### src/rtl/mlsc_pkg.sv
package mlsc_pkg;

    // Field and datapath widths
    localparam int SEL_W    = 3;
    localparam int STATUS_W = 2;
    localparam int BITS_W   = 8;
    localparam int ERR_W    = 8;
    localparam int SETTLE_W = 16;
    localparam int WT_W     = 64;
    localparam int SUM_W    = 11;
    localparam int CNT_W    = 4;
    localparam int PHASE_W  = 4;
    localparam int ADDR_W   = 4;
    localparam int DATA_W   = 64;

    // Scan phase codes; channel phases run 1..CHANNELS
    localparam logic [PHASE_W-1:0] PHASE_IDLE  = 4'd0;
    localparam logic [PHASE_W-1:0] PHASE_FIRST = 4'd1;
    localparam logic [PHASE_W-1:0] PHASE_DONE  = 4'd9;

    // Ready status codes
    localparam logic [STATUS_W-1:0] STATUS_RELEASED = 2'd0;
    localparam logic [STATUS_W-1:0] STATUS_SCANNING = 2'd1;
    localparam logic [STATUS_W-1:0] STATUS_COMPLETE = 2'd2;

    localparam logic [SETTLE_W-1:0] SETTLE_RESET = 16'd10;
    localparam logic [SETTLE_W-1:0] SETTLE_MAX   = 16'hFFFF;

    // Register select: bit 3 of the byte address, 8-byte stride
    localparam logic REG_SETTLE = 1'b0;
    localparam logic REG_WEIGHT = 1'b1;

    typedef struct packed {
        logic sensor_level;
        logic release_req;
    } in_t;

    typedef struct packed {
        logic [SEL_W-1:0]        channel_select;
        logic [STATUS_W-1:0]     scan_status;
        logic [BITS_W-1:0]       sensor_bits;
        logic signed [ERR_W-1:0] track_error;
        logic                    error_updated;
    } out_t;

endpackage

### src/rtl/mlsc_div.sv
module mlsc_div
    import mlsc_pkg::*;
(
    input  logic                    clk,
    input  logic                    rst_n,
    input  logic                    start,
    input  logic signed [SUM_W-1:0] dividend,
    input  logic [CNT_W-1:0]        divisor,
    output logic                    done,
    output logic signed [ERR_W-1:0] quotient
);

    localparam int STEP_W = $clog2(SUM_W + 1);

    logic              busy_reg, busy_next;
    logic              done_reg, done_next;
    logic [STEP_W-1:0] step_reg, step_next;
    logic [CNT_W-1:0]  rem_reg, rem_next;
    logic [SUM_W-1:0]  quo_reg, quo_next;
    logic [CNT_W-1:0]  dvs_reg, dvs_next;
    logic              neg_reg, neg_next;
    logic [CNT_W:0]    rem_shift;
    logic [CNT_W:0]    rem_diff;
    logic [SUM_W-1:0]  mag;
    logic [ERR_W-1:0]  quo_mag;

    // Take the magnitude; truncation toward zero follows from sign-magnitude
    assign mag       = dividend[SUM_W-1] ? SUM_W'(-dividend) : SUM_W'(dividend);
    assign rem_shift = {rem_reg, quo_reg[SUM_W-1]};
    assign rem_diff  = rem_shift - {1'b0, dvs_reg};

    // One restoring step per cycle
    always_comb
    begin
        busy_next = busy_reg;
        done_next = 1'b0;
        step_next = step_reg;
        rem_next  = rem_reg;
        quo_next  = quo_reg;
        dvs_next  = dvs_reg;
        neg_next  = neg_reg;
        if (start)
        begin
            busy_next = 1'b1;
            step_next = STEP_W'(SUM_W);
            rem_next  = '0;
            quo_next  = mag;
            dvs_next  = divisor;
            neg_next  = dividend[SUM_W-1];
        end
        else if (busy_reg)
        begin
            if (rem_shift >= {1'b0, dvs_reg})
            begin
                rem_next = rem_diff[CNT_W-1:0];
                quo_next = {quo_reg[SUM_W-2:0], 1'b1};
            end
            else
            begin
                rem_next = rem_shift[CNT_W-1:0];
                quo_next = {quo_reg[SUM_W-2:0], 1'b0};
            end
            step_next = step_reg - STEP_W'(1);
            if (step_reg == STEP_W'(1))
            begin
                busy_next = 1'b0;
                done_next = 1'b1;
            end
        end
    end

    always_ff @(posedge clk or negedge rst_n)
    begin
        if (!rst_n)
        begin
            busy_reg <= 1'b0;
            done_reg <= 1'b0;
            step_reg <= '0;
        end
        else
        begin
            busy_reg <= busy_next;
            done_reg <= done_next;
            step_reg <= step_next;
        end
    end

    always_ff @(posedge clk)
    begin
        rem_reg <= rem_next;
        quo_reg <= quo_next;
        dvs_reg <= dvs_next;
        neg_reg <= neg_next;
    end

    // Restore the sign; the mean of signed bytes fits in a byte
    assign quo_mag  = quo_reg[ERR_W-1:0];
    assign quotient = neg_reg ? ERR_W'(-quo_mag) : ERR_W'(quo_mag);
    assign done     = done_reg;

endmodule

### src/rtl/mux_line_sensor_scan_centroid.sv
// An ordinary tick gives its result in the cycle after the input transfer.
// The tick that ends a scan runs a weight accumulate pass of one channel per cycle,
// a check state, an 11-step restoring divider and its hand-off; the divider is
// skipped when no channel saw the line.
// Reset (rst_n, asynchronous, active low) returns to idle, status 0, bits and error 0,
// settle delay 10 and all weights 0.
module mux_line_sensor_scan_centroid
    import mlsc_pkg::*;
#(
    parameter int CHANNELS = 8
)
(
    input  logic              clk,
    input  logic              rst_n,
    input  logic              psel,
    input  logic              penable,
    input  logic              pwrite,
    input  logic [ADDR_W-1:0] paddr,
    input  logic [DATA_W-1:0] pwdata,
    output logic [DATA_W-1:0] prdata,
    output logic              pready,
    input  logic              in_valid,
    output logic              in_ready,
    input  in_t               in_data,
    output logic              out_valid,
    input  logic              out_ready,
    output out_t              out_data
);

    typedef enum logic [4:0] {
        ST_IDLE = 5'b00001,
        ST_ACC  = 5'b00010,
        ST_CHK  = 5'b00100,
        ST_DIV  = 5'b01000,
        ST_OUT  = 5'b10000
    } state_t;

    state_t                  state_reg, state_next;
    logic [SETTLE_W-1:0]     settle_reg;
    logic [WT_W-1:0]         weight_reg;
    logic [PHASE_W-1:0]      phase_reg, phase_next;
    logic [SETTLE_W-1:0]     count_reg, count_next;
    logic                    wait_reg, wait_next;
    logic [STATUS_W-1:0]     status_reg, status_next;
    logic [BITS_W-1:0]       bits_reg, bits_next;
    logic signed [ERR_W-1:0] held_reg, held_next;
    logic [SEL_W-1:0]        mux_reg, mux_next;
    logic                    upd_reg, upd_next;
    logic [SEL_W-1:0]        idx_reg, idx_next;
    logic signed [SUM_W-1:0] sum_reg, sum_next;
    logic [CNT_W-1:0]        cnt_reg, cnt_next;
    logic [STATUS_W-1:0]     status_rel;
    logic [SETTLE_W-1:0]     count_inc;
    logic [SEL_W-1:0]        ch;
    logic [7:0]              wt;
    logic                    cfg_write;
    logic                    div_start;
    logic                    div_done;
    logic signed [ERR_W-1:0] div_quot;

    // Configuration port: write on the access cycle, read back full value
    assign pready    = 1'b1;
    assign cfg_write = psel && penable && pwrite;

    always_ff @(posedge clk or negedge rst_n)
    begin
        if (!rst_n)
        begin
            settle_reg <= SETTLE_RESET;
            weight_reg <= '0;
        end
        else if (cfg_write)
        begin
            if (paddr[3] == REG_SETTLE)
                settle_reg <= pwdata[SETTLE_W-1:0];
            else
                weight_reg <= pwdata[WT_W-1:0];
        end
    end

    always_comb
    begin
        if (paddr[3] == REG_WEIGHT)
            prdata = weight_reg;
        else
            prdata = {{(DATA_W-SETTLE_W){1'b0}}, settle_reg};
    end

    // Handshake follows the sequencer
    assign in_ready = (state_reg == ST_IDLE);
    assign out_valid = (state_reg == ST_OUT);

    assign status_rel = in_data.release_req ? STATUS_RELEASED : status_reg;
    assign count_inc  = (count_reg != SETTLE_MAX) ? count_reg + SETTLE_W'(1) : count_reg;
    assign ch         = SEL_W'(phase_reg - PHASE_FIRST);
    assign wt         = weight_reg[{idx_reg, 3'b000} +: 8];
    assign div_start  = (state_reg == ST_CHK) && (cnt_reg != '0);

    // Tick step, then accumulate weights and, if any channel saw the line, divide at scan end
    always_comb
    begin
        state_next  = state_reg;
        phase_next  = phase_reg;
        count_next  = count_reg;
        wait_next   = wait_reg;
        status_next = status_reg;
        bits_next   = bits_reg;
        held_next   = held_reg;
        mux_next    = mux_reg;
        upd_next    = upd_reg;
        idx_next    = idx_reg;
        sum_next    = sum_reg;
        cnt_next    = cnt_reg;
        case (state_reg)
            ST_IDLE:
            begin
                if (in_valid)
                begin
                    upd_next    = 1'b0;
                    status_next = status_rel;
                    state_next  = ST_OUT;
                    if (phase_reg == PHASE_IDLE)
                    begin
                        if (status_rel == STATUS_RELEASED)
                        begin
                            status_next = STATUS_SCANNING;
                            mux_next    = '0;
                            count_next  = '0;
                            wait_next   = 1'b1;
                            phase_next  = PHASE_FIRST;
                        end
                    end
                    else if (phase_reg >= PHASE_FIRST && phase_reg <= PHASE_W'(CHANNELS))
                    begin
                        count_next = count_inc;
                        if (wait_reg && count_inc >= settle_reg)
                        begin
                            wait_next     = 1'b0;
                            bits_next[ch] = in_data.sensor_level;
                            if (ch != SEL_W'(CHANNELS - 1))
                            begin
                                mux_next   = ch + SEL_W'(1);
                                count_next = '0;
                                wait_next  = 1'b1;
                                phase_next = phase_reg + PHASE_W'(1);
                            end
                            else
                            begin
                                status_next = STATUS_COMPLETE;
                                upd_next    = 1'b1;
                                phase_next  = PHASE_DONE;
                                state_next  = ST_ACC;
                                idx_next    = '0;
                                sum_next    = '0;
                                cnt_next    = '0;
                            end
                        end
                        else if (!wait_reg)
                        begin
                            // restart settling on the current channel
                            mux_next   = ch;
                            count_next = '0;
                            wait_next  = 1'b1;
                        end
                    end
                    else
                    begin
                        phase_next = PHASE_IDLE;
                    end
                end
            end
            ST_ACC:
            begin
                if (bits_reg[idx_reg])
                begin
                    sum_next = sum_reg + {{(SUM_W-8){wt[7]}}, wt};
                    cnt_next = cnt_reg + CNT_W'(1);
                end
                idx_next = idx_reg + SEL_W'(1);
                if (idx_reg == SEL_W'(CHANNELS - 1))
                    state_next = ST_CHK;
            end
            ST_CHK:
            begin
                // hold the last error when no channel saw the line
                if (cnt_reg == '0)
                    state_next = ST_OUT;
                else
                    state_next = ST_DIV;
            end
            ST_DIV:
            begin
                if (div_done)
                begin
                    held_next  = div_quot;
                    state_next = ST_OUT;
                end
            end
            ST_OUT:
            begin
                if (out_ready)
                    state_next = ST_IDLE;
            end
            default:
            begin
                state_next = ST_IDLE;
            end
        endcase
    end

    always_ff @(posedge clk or negedge rst_n)
    begin
        if (!rst_n)
        begin
            state_reg  <= ST_IDLE;
            phase_reg  <= PHASE_IDLE;
            count_reg  <= '0;
            wait_reg   <= 1'b0;
            status_reg <= STATUS_RELEASED;
            bits_reg   <= '0;
            held_reg   <= '0;
            mux_reg    <= '0;
            upd_reg    <= 1'b0;
            idx_reg    <= '0;
        end
        else
        begin
            state_reg  <= state_next;
            phase_reg  <= phase_next;
            count_reg  <= count_next;
            wait_reg   <= wait_next;
            status_reg <= status_next;
            bits_reg   <= bits_next;
            held_reg   <= held_next;
            mux_reg    <= mux_next;
            upd_reg    <= upd_next;
            idx_reg    <= idx_next;
        end
    end

    always_ff @(posedge clk)
    begin
        sum_reg <= sum_next;
        cnt_reg <= cnt_next;
    end

    mlsc_div u_div
    (
        .clk      (clk),
        .rst_n    (rst_n),
        .start    (div_start),
        .dividend (sum_reg),
        .divisor  (cnt_reg),
        .done     (div_done),
        .quotient (div_quot)
    );

    // Drive the result from the stepped state
    assign out_data.channel_select = mux_reg;
    assign out_data.scan_status    = status_reg;
    assign out_data.sensor_bits    = bits_reg;
    assign out_data.track_error    = held_reg;
    assign out_data.error_updated  = upd_reg;

    // Checks
    a_no_overlap: assert property (@(posedge clk) disable iff (!rst_n)
        !(in_ready && out_valid))
        else $error("input and output sides open at once");

    a_one_at_a_time: assert property (@(posedge clk) disable iff (!rst_n)
        (in_valid && in_ready) |=> !in_ready)
        else $error("input accepted again before result transfer");

    a_update_status: assert property (@(posedge clk) disable iff (!rst_n)
        (out_valid && out_data.error_updated) |-> (out_data.scan_status == STATUS_COMPLETE))
        else $error("error update without complete status");

    a_div_done_state: assert property (@(posedge clk) disable iff (!rst_n)
        div_done |-> (state_reg == ST_DIV))
        else $error("divider finished outside divide state");

    a_div_start: assert property (@(posedge clk) disable iff (!rst_n)
        div_start |=> (state_reg == ST_DIV))
        else $error("divide state not entered after start");

endmodule
### config.mk
export PLATFORM = sky130hd
export DESIGN_NAME = mux_line_sensor_scan_centroid
export DESIGN_NICKNAME = d
export VERILOG_FILES = /design/src/rtl/mlsc_pkg.sv /design/src/rtl/mlsc_div.sv /design/src/rtl/mux_line_sensor_scan_centroid.sv
export SDC_FILE = /design/constraint.sdc
export NUM_CORES = 1
export LEC_CHECK = 0
export BUFFER_PORTS_ARGS = -buffer_cell sky130_fd_sc_hd__buf_2
export CORE_ASPECT_RATIO = 1.4
export CORE_MARGIN = 1
export CORE_UTILIZATION = 62
export DETAILED_ROUTE_END_ITERATION = 16
export GPL_ROUTABILITY_DRIVEN = 0
export HOLD_SLACK_MARGIN = 0.1
export PLACE_DENSITY_LB_ADDON = 0.1
export SLEW_MARGIN = 30
export SYNTH_ARGS = -nofsm -noshare
export SYNTH_HDL_FRONTEND = slang
export SYNTH_SLANG_ARGS = --single-unit
### constraint.sdc
create_clock -name clk -period 8.6 [get_ports clk]
set_clock_uncertainty 0.15 [all_clocks]
set_input_delay 1.72 -clock clk [delete_from_list [all_inputs] [get_ports clk]]
set_output_delay 1.72 -clock clk [all_outputs]
set_load 0.01 [all_outputs]
==> flow_summary.toml, run 1 <==
[outcome]
status = "complete, no violations"

[critical_path]
crit_path_end_kind = "primary output"
worstPathArrival_ns = 2.90
worst_ep_required_time_ns = 6.73
path_class = "primary input to primary output"
crit_path_max_fanout = 81
cp-start-kind = "primary input"

[global_routing]
grt.overflow.total = 0
grt_max_degree = 82
antenna_found_initial = 2
grt_pass1_vias = 7500
grt_pass1_wl_um = 36900
grt_usage = 0.290

[logic_synthesis]
yosysTopAreaCell = "dfrtp_1"
synthArstFlopShare = 0.797
syn_avg_cell_area_um2 = 10.8
yosysMostFrequentCell = "dfrtp_1"
synthTopCellsByCount = "dfrtp_1, mux2_2, nand2_1"
synth_ff_type = "dfrtp_1"
yosys.cell_types.count = 72
yosys_register_bits = 172
synth_edf_count = 31
ys_warn_count = 0
syn-num-nets = 1046
netlist_instances = 923
synth_seq_area_share = 0.446
synthTopCellsByArea = "dfrtp_1, mux2_2, edfxtp_1, ha_1, mux4_2"
synth_area_um2 = 9960
synth.top_cell.area_share = 0.337

[timing]
fin_setup_tns_ns = 0
worstMarginPinSlew_ns = 0.970
slew_headroom = 0.353
finalHoldViolCount = 0
slew_violations = 0
setup_viol = 0
rsz0062_at_grt = "no"
timing.fmax_mhz = 210
period_share = 0.554
post-route-min-period_ns = 4.77

[die]
core_area_um2 = 15700
die_y_um = 152
num_io_pins = 166
start_util = 0.635
std_cell_rows = 54
dieArea_um2 = 16600
fp.dieW_um = 109

[run]
cap_violations = 0

[place]
hpwlAfterDp_um = 16700
place_inst = 1241
port_buffers = 161

[clock_network]
cts_resized = 0
post_cts_buffers = 0
path_clk_slew_ns = 0.06
cts_hold_repair.buffers = 0
clkSinkCount = 172
htreeDepth = 4
clk_latency_ns = 0.43
cts_max_path_buffers = 2
cts_buffers = 17
cts_tree = "built"
root_buffer = "clkbuf_16"

[route]
ant_nets = 0
drt_iter0_markers = 357
vias_per_cell = 5.97
drt_first_pass_iters = 5
wl_um = 23000
num_vias = 7627
drc = 0
wl_per_cell_um = 18.0

[final_layout]
drive_above_1_share = 0.312
fin_nets = 1189
final_cells = 1277
largest_reg_flops = 64
final_util = 0.730
syn_to_final_growth_pct = 14.8

[hold_path]
min_path_type = "register to register"

[pwr]
vdd_ir_drop_max_mv = 0.148
power_density_nw_per_um2 = 241
leakage_nw = 5.32
## worst max-delay path: stages
cell,delay [ns]
buf_2,0.07
buf_4,0.52
o21ai_0,0.32
buf_2,0.22
## cells by family (layout without fill, tap and decap cells)
kind of cell / count (synthesis) / in the layout / share of synthesized area
mux: 128 / 128 / 0.164
other cells: 1 / 3 / 0.000376
xor+xnor: 36 / 36 / 0.0330
simple gates: 295 / 295 / 0.157
fa+ha+maj: 46 / 46 / 0.0593
flops: 172 / 172 / 0.446
compound gates: 157 / 157 / 0.103
buf+inv: 88 / 244 / 0.0376
## layout make-up
| class | count | area (um2) |
|---|---|---|
| well taps | 196 | 245 |
| fillers | 1205 | 4240 |
| inverters | 43 | 161 |
| repair buffers | 169 | 892 |
| diodes | 2 | 5.00 |
| clock buffers | 21 | 440 |
| multi-input cells | 663 | 5150 |
| clock inverters | 11 | 95.1 |
| flip-flops and latches | 172 | 4440 |
## final timing paths
| path | endpoint | cells past startpoint | start | slack (ns) |
|---|---|---|---|---|
| worst min register to register | u_div.rem_reg[3]$_SDFFE_PP0P_ | 2 | u_div.rem_reg[3]$_SDFFE_PP0P_ | 0.33 |
| worst max-delay path | prdata[7] | 4 | paddr[3] | 3.83 |
| min in group asynchronous | held_reg[7]$_DFFE_PN0P_ | 1 | rst_n | 1.15 |
| max in group asynchronous | settle_reg[1]$_DFFE_PN1P_ | 3 | rst_n | 6.03 |
| worst max register to register | sum_reg[8]$_SDFFCE_PN0P_ | 12 | idx_reg[0]$_DFFE_PN0P_ | 4.52 |
| worst min-delay path | u_div.rem_reg[3]$_SDFFE_PP0P_ | 2 | u_div.rem_reg[3]$_SDFFE_PP0P_ | 0.33 |
## metal layers
metal  wire length (um)  track usage  up-vias
li1                   -            -     3601
met1               8980        0.334     3755
met2              12200        0.503      224
met3               1150       0.0729       47
met4                732        0.122        0
met5                  0            0        -
## cell usage in the layout, fill, tap and decap left out, drive strengths merged, types with 8 or more instances in the layout
cell type and n:
xnor2 21, mux2 101, nor2b 8, clkbuf 21, nand2 82, nor2 53, buf 169, a21oi 37
o21a 8, inv 45, dfrtp 134, ha 44, nor3 19, nand4 15, a31oi 15, nand2b 9
mux4 18, xor2 14, mux2i 9, a22o 8, nand3 20, and2 52, edfxtp 31, o21ai 45
## where the power goes
group          switching [mW]  internal, mW
combinational           0.466         0.418
sequential              0.148          1.01
clock                   0.316         0.397
total                   0.930          1.82
## metrics by stage
stage | area, um2 | setup slack [ns] | hold slack, ns | total power [mW]
after floorplan | 9960 | 4.07 | 0.298 | 1.78
after global placement | 10900 | 3.83 | 0.317 | 2.02
after detailed placement | 10900 | 3.84 | 0.320 | 2.05
after CTS | 11400 | 3.85 | 0.329 | 2.76
after global routing | 11400 | 3.75 | 0.369 | 2.92
final | 11400 | 3.83 | 0.326 | 2.75
Note: power is estimated with default switching activity, not from simulation.
==> run 2, diff against run 1 <==
--- a/config.mk
+++ b/config.mk
@@ -8,7 +8,7 @@
 export BUFFER_PORTS_ARGS = -buffer_cell sky130_fd_sc_hd__buf_2
 export CORE_ASPECT_RATIO = 1.4
 export CORE_MARGIN = 1
-export CORE_UTILIZATION = 62
+export CORE_UTILIZATION = 52
 export DETAILED_ROUTE_END_ITERATION = 16
 export GPL_ROUTABILITY_DRIVEN = 0
 export HOLD_SLACK_MARGIN = 0.1
==> constraint.sdc (replaced) <==
create_clock -name clk -period 4.18 [get_ports clk]
set_clock_uncertainty 0.15 [all_clocks]
set_input_delay 0.836 -clock clk [delete_from_list [all_inputs] [get_ports clk]]
set_output_delay 0.836 -clock clk [all_outputs]
set_load 0.01 [all_outputs]
==> run 2 against run 1 <==
Against the previous run:
- clock power grew 130%
- critical path type is now register to register
- largest power group unchanged
- global-route usage down 4.3 points
- combinational power grew 100%
- hold slack worse by 0.0048 ns
- cell area is 2.0% higher
- first-iteration DRC count down 0.84%
- sequential cell count unchanged
- largest cell class unchanged
- sequential power is 110% higher
- core utilization shrank 11 points
- register-to-register slack worse by 4.2 ns
==> flow_summary.toml, run 2 (synthesized netlist as in run 1, its figures left out) <==
[final_layout]
fin_area_um2 = 11700
fillCellCount = 1608
drive_above_1_share = 0.320
fin_nets = 1197
largest_reg_flops = 64
syn_to_final_growth_pct = 17.1
final_common_cell = "buf_2"
layout_common_cells = "buf_2, dfrtp_1, mux2_2"

[timing]
timing.fmax_mhz = 262
timing.hold.ws_ns = 0.321
slew_headroom = 0.414
period_share = 0.912
setup_viol = 0
slew_violations = 0
fin_setup_tns_ns = 0
worstMarginPinSlew_ns = 0.880
post-route-min-period_ns = 3.81
finalHoldViolCount = 0
rsz0062_at_grt = "no"

[clock_network]
cts_max_path_buffers = 2
clkSinkCount = 172
post_cts_buffers = 0
path_clk_slew_ns = 0.07
cts_resized = 0
htreeDepth = 4
cts_tree = "built"
root_buffer = "clkbuf_16"
cts_buffers = 17
clk_latency_ns = 0.43
cts_hold_repair.buffers = 0

[critical_path]
crit_chain = "and4_1 > nand4_1 > nor4_1 > nand3b_1 > o21a_1 > ha_1 > nand4_1 > nor2_1 > a31o_2 > nand2_1 > a21oi_1 > buf_4"
cp-start-kind = "register"
critPathMostFrequentCell = "nand4_1"
path_buf_inv = 1
crit_family = "simple AND/OR/NAND/NOR gates"
crit_path_end_kind = "register"
crit_path_max_fanout = 15
max_stage_delay_ns = 0.46
path_class = "register to register"
worstPathArrival_ns = 3.78
cp_slowest_cell = "dfrtp_1"
worst_ep_required_time_ns = 4.15

[route]
wl_per_cell_um = 17.5
drt_iter0_markers = 354
wl_um = 23300
vias_per_cell = 5.60
drt_first_pass_iters = 5
drc = 0
num_vias = 7474
ant_nets = 0

[place]
port_buffers = 161
hpwlAfterDp_um = 17300
place_area_um2 = 11000

[die]
start_util = 0.533
dieArea_um2 = 19700
std_cell_rows = 59
fp.dieW_um = 119
num_io_pins = 166
die_y_um = 166
core_area_um2 = 18700

[global_routing]
grt_max_degree = 83
grt_pass1_wl_um = 38100
grt_usage = 0.247
grt_pass1_vias = 7552
grt.overflow.total = 0
antenna_found_initial = 3

[outcome]
status = "complete, no violations"

[hold_path]
min_path_type = "primary input to asynchronous set/reset pin"

[pwr]
vdd_ir_drop_max_mv = 0.311
power_density_nw_per_um2 = 501
leakage_nw = 5.41

[run]
cap_violations = 0
## run 2: cell types whose count changed in the layout (fill, tap and decap cells not counted), moves of 2 or more
cell	before	now
clkinv_2	4	0
clkbuf_1	4	2
diode_2	2	4
clkbuf_8	0	5
buf_12	0	3
buf_4	7	13
## run 2: worst paths after layout
check	slack, ns	cells past startpoint	start	to
hold / removal	0.32	1	rst_n	held_reg[7]$_DFFE_PN0P_
max in group asynchronous	2.71	2	rst_n	state_reg[0]$_DFFE_PN1P_
setup reg to reg	0.37	12	count_reg[3]$_DFFE_PN0P_	sum_reg[10]$_SDFFCE_PN0P_
min in group clk	0.33	2	u_div.rem_reg[3]$_SDFFE_PP0P_	u_div.rem_reg[3]$_SDFFE_PP0P_
setup / recovery	0.37	12	count_reg[3]$_DFFE_PN0P_	sum_reg[10]$_SDFFCE_PN0P_
hold reg to reg	0.33	2	u_div.rem_reg[3]$_SDFFE_PP0P_	u_div.rem_reg[3]$_SDFFE_PP0P_
## run 2: power breakdown
| part | switching [mW] | leakage (nW) | internal (mW) |
|---|---|---|---|
| clock network | 0.656 | 0.305 | 1.00 |
| logic | 0.947 | 3.07 | 0.865 |
| registers | 0.303 | 2.04 | 2.07 |
## run 2: through the flow
stage               utilization  power (mW)  setup WS, ns  instances
floorplan                     -        3.66         0.309        923
finish                    0.625        5.84         0.370       1335
CTS                       0.624        5.89         0.376       1331
global route              0.625        6.20        0.0701       1334
detailed placement        0.590        4.22         0.395       1299
global placement          0.590        4.18         0.442       1299
## run 2: routing by layer
metal	global-route usage	vias to the layer above	part of all wire
met5	0	-	0
met4	0.0848	0	0.018
met3	0.0543	26	0.047
met2	0.448	171	0.53
met1	0.284	3650	0.40
li1	-	3627	-
## run 2: cell type report
cell class | count | area (um2) | area share
clock buffers | 25 | 527 | 0.0452
diodes | 4 | 10.0 | 0.000858
clock inverters | 7 | 100 | 0.00858
repair buffers | 177 | 970 | 0.0831
multi-input cells | 663 | 5150 | 0.441
flip-flops and latches | 172 | 4440 | 0.381
well taps | 244 | 305 | 0.0262
inverters | 43 | 161 | 0.0138
==> run 3, diff against run 2 <==
--- a/config.mk
+++ b/config.mk
@@ -6,7 +6,7 @@
 export NUM_CORES = 1
 export LEC_CHECK = 0
 export BUFFER_PORTS_ARGS = -buffer_cell sky130_fd_sc_hd__buf_2
-export CORE_ASPECT_RATIO = 1.4
+export CORE_ASPECT_RATIO = 1.75
 export CORE_MARGIN = 1
 export CORE_UTILIZATION = 52
 export DETAILED_ROUTE_END_ITERATION = 16
==> run 3 against run 2 <==
Against the previous run:
- sequential power about the same
- total power increased by 1.1%
- combinational power increased by 2%
- critical path type unchanged
- non-clock buffer count grew 1
- die area is essentially flat
- global-route usage rose by 1.9 points
- hold slack worse by 0.057 ns
- register-to-register slack worse by 0.02 ns
- count of clock-buffer cells in the layout decreased by 3
- sequential cell count unchanged
- core utilization grew 0.053 points
- cell count down 0.37%
==> flow_summary.toml, run 3 (synthesized netlist as in run 1, its figures left out) <==
[outcome]
status = "complete, no violations"

[timing]
post-route-min-period_ns = 3.83
finalHoldViolCount = 0
slew_violations = 0
fin_setup_tns_ns = 0
slew_headroom = 0.506
timing.hold.ws_ns = 0.264
setup_viol = 0
worstMarginPinSlew_ns = 0.735
period_share = 0.917
rsz0062_at_grt = "no"
timing.fmax_mhz = 261

[final_layout]
final_cells = 1330
largest_reg_flops = 64
fillCellCount = 1633
multiInputGateArea_um2 = 5140
fin_nets = 1198
syn_to_final_growth_pct = 17.1
drive_above_1_share = 0.321
layout_common_cells = "buf_2, dfrtp_1, mux2_2"
regArea_um2 = 4440
fin_area_um2 = 11700
final_common_cell = "buf_2"

[pwr]
vdd_ir_drop_max_mv = 0.258
power_density_nw_per_um2 = 506
leakage_nw = 5.42

[critical_path]
crit_path_end_kind = "register"
path_class = "register to register"
rr_worst_depth = 12
crit_path_max_fanout = 15
cp-start-kind = "register"
worstPathArrival_ns = 3.81
worst_ep_required_time_ns = 4.16

[route]
drt_first_pass_iters = 4
wl_met1_um = 9440
vias_per_cell = 5.69
wl_per_cell_um = 18.9
routed-wl-met3_um = 1150
highest_layer = "met5"
num_vias = 7564
wl_um = 25200
met2_length_um = 13900
ant_nets = 0
drt_iter0_markers = 287
drc = 0

[place]
port_buffers = 161
hpwlAfterDp_um = 18700
place_inst = 1294
place_area_um2 = 11000

[global_routing]
grt.overflow.total = 0
grt_max_degree = 74
antenna_found_initial = 5
grt_pass1_vias = 7673
grt_pass1_wl_um = 39800
grt_usage = 0.266

[clock_network]
cts_hold_repair.buffers = 0
path_clk_slew_ns = 0.06
post_cts_buffers = 0
cts_resized = 0
root_buffer = "clkbuf_16"
clk_latency_ns = 0.44
clkSinkCount = 172
htreeDepth = 4
cts_max_path_buffers = 2
cts_buffers = 17
cts_tree = "built"

[die]
dieArea_um2 = 19700
num_io_pins = 166
die_y_um = 185
start_util = 0.534
core_area_um2 = 18700
fp.dieW_um = 107
std_cell_rows = 66

[run]
cap_violations = 0

[hold_path]
min_path_type = "primary input to asynchronous set/reset pin"
-- run 3: cell count changes in the layout (fill, tap and decap cells not counted), sizes merged --
| cell | delta |
|---|---|
| clkinv | +1 |
| inv | +2 |
| buf | +1 |
| clkbuf | -3 |
-- run 3: path summary, 6_finish.rpt --
check                                    startpoint                         end  slack (ns)
setup / recovery           count_reg[3]$_DFFE_PN0P_    sum_reg[8]$_SDFFCE_PN0P_        0.35
hold reg to reg                 upd_reg$_DFFE_PN0P_         upd_reg$_DFFE_PN0P_        0.33
max in group asynchronous                     rst_n   settle_reg[3]$_DFFE_PN1P_        2.80
setup reg to reg           count_reg[3]$_DFFE_PN0P_    sum_reg[8]$_SDFFCE_PN0P_        0.35
hold / removal                                rst_n  weight_reg[57]$_DFFE_PN0P_        0.26
min in group clk                upd_reg$_DFFE_PN0P_         upd_reg$_DFFE_PN0P_        0.33
-- run 3: per-stage QoR --
stage          setup slack (ns)  utilization  total power, mW
2_1_floorplan             0.309            -             3.66
3_3_place_gp              0.460        0.591             4.21
3_5_place_dp              0.375        0.591             4.26
4_1_cts                   0.349        0.625             5.95
5_1_grt                  0.0383        0.625             6.25
6_report                  0.349        0.625             5.91
-- run 3: power breakdown --
part | switching (mW) | total [mW] | internal (mW)
Sequential | 0.312 | 2.38 | 2.07
Clock | 0.701 | 1.67 | 0.973
Combinational | 0.979 | 1.85 | 0.872
Total | 1.99 | 5.91 | 3.92
-- run 3: cell type report --
| class | instances | area share |
|---|---|---|
| antenna | 4 | 0.000858 |
| clock inverter | 10 | 0.0108 |
| timing repair buffer | 178 | 0.0848 |
| inverter | 43 | 0.0138 |
| clock buffer | 22 | 0.0425 |
| sequential | 172 | 0.381 |
| multi-input combinational | 663 | 0.441 |
| tap | 238 | 0.0255 |
-- run 3: metal layers --
metal / vias to the layer above / GRT usage
li1: 3625 / -
met1: 3704 / 0.289
met2: 189 / 0.499
met3: 44 / 0.0514
met4: 2 / 0.106
met5: - / 0
-- run 3: critical path, stage by stage, from the launching register on --
cell and delay, ns:
dfrtp_1 0.47, and4_1 0.30, nand4_1 0.22, nor4_1 0.47, nand3_1 0.16, o21a_1 0.15
ha_1 0.31, nand4_1 0.15, nor2_1 0.27, a31o_2 0.38, nand2_1 0.10, a21oi_1 0.15
buf_4 0.25
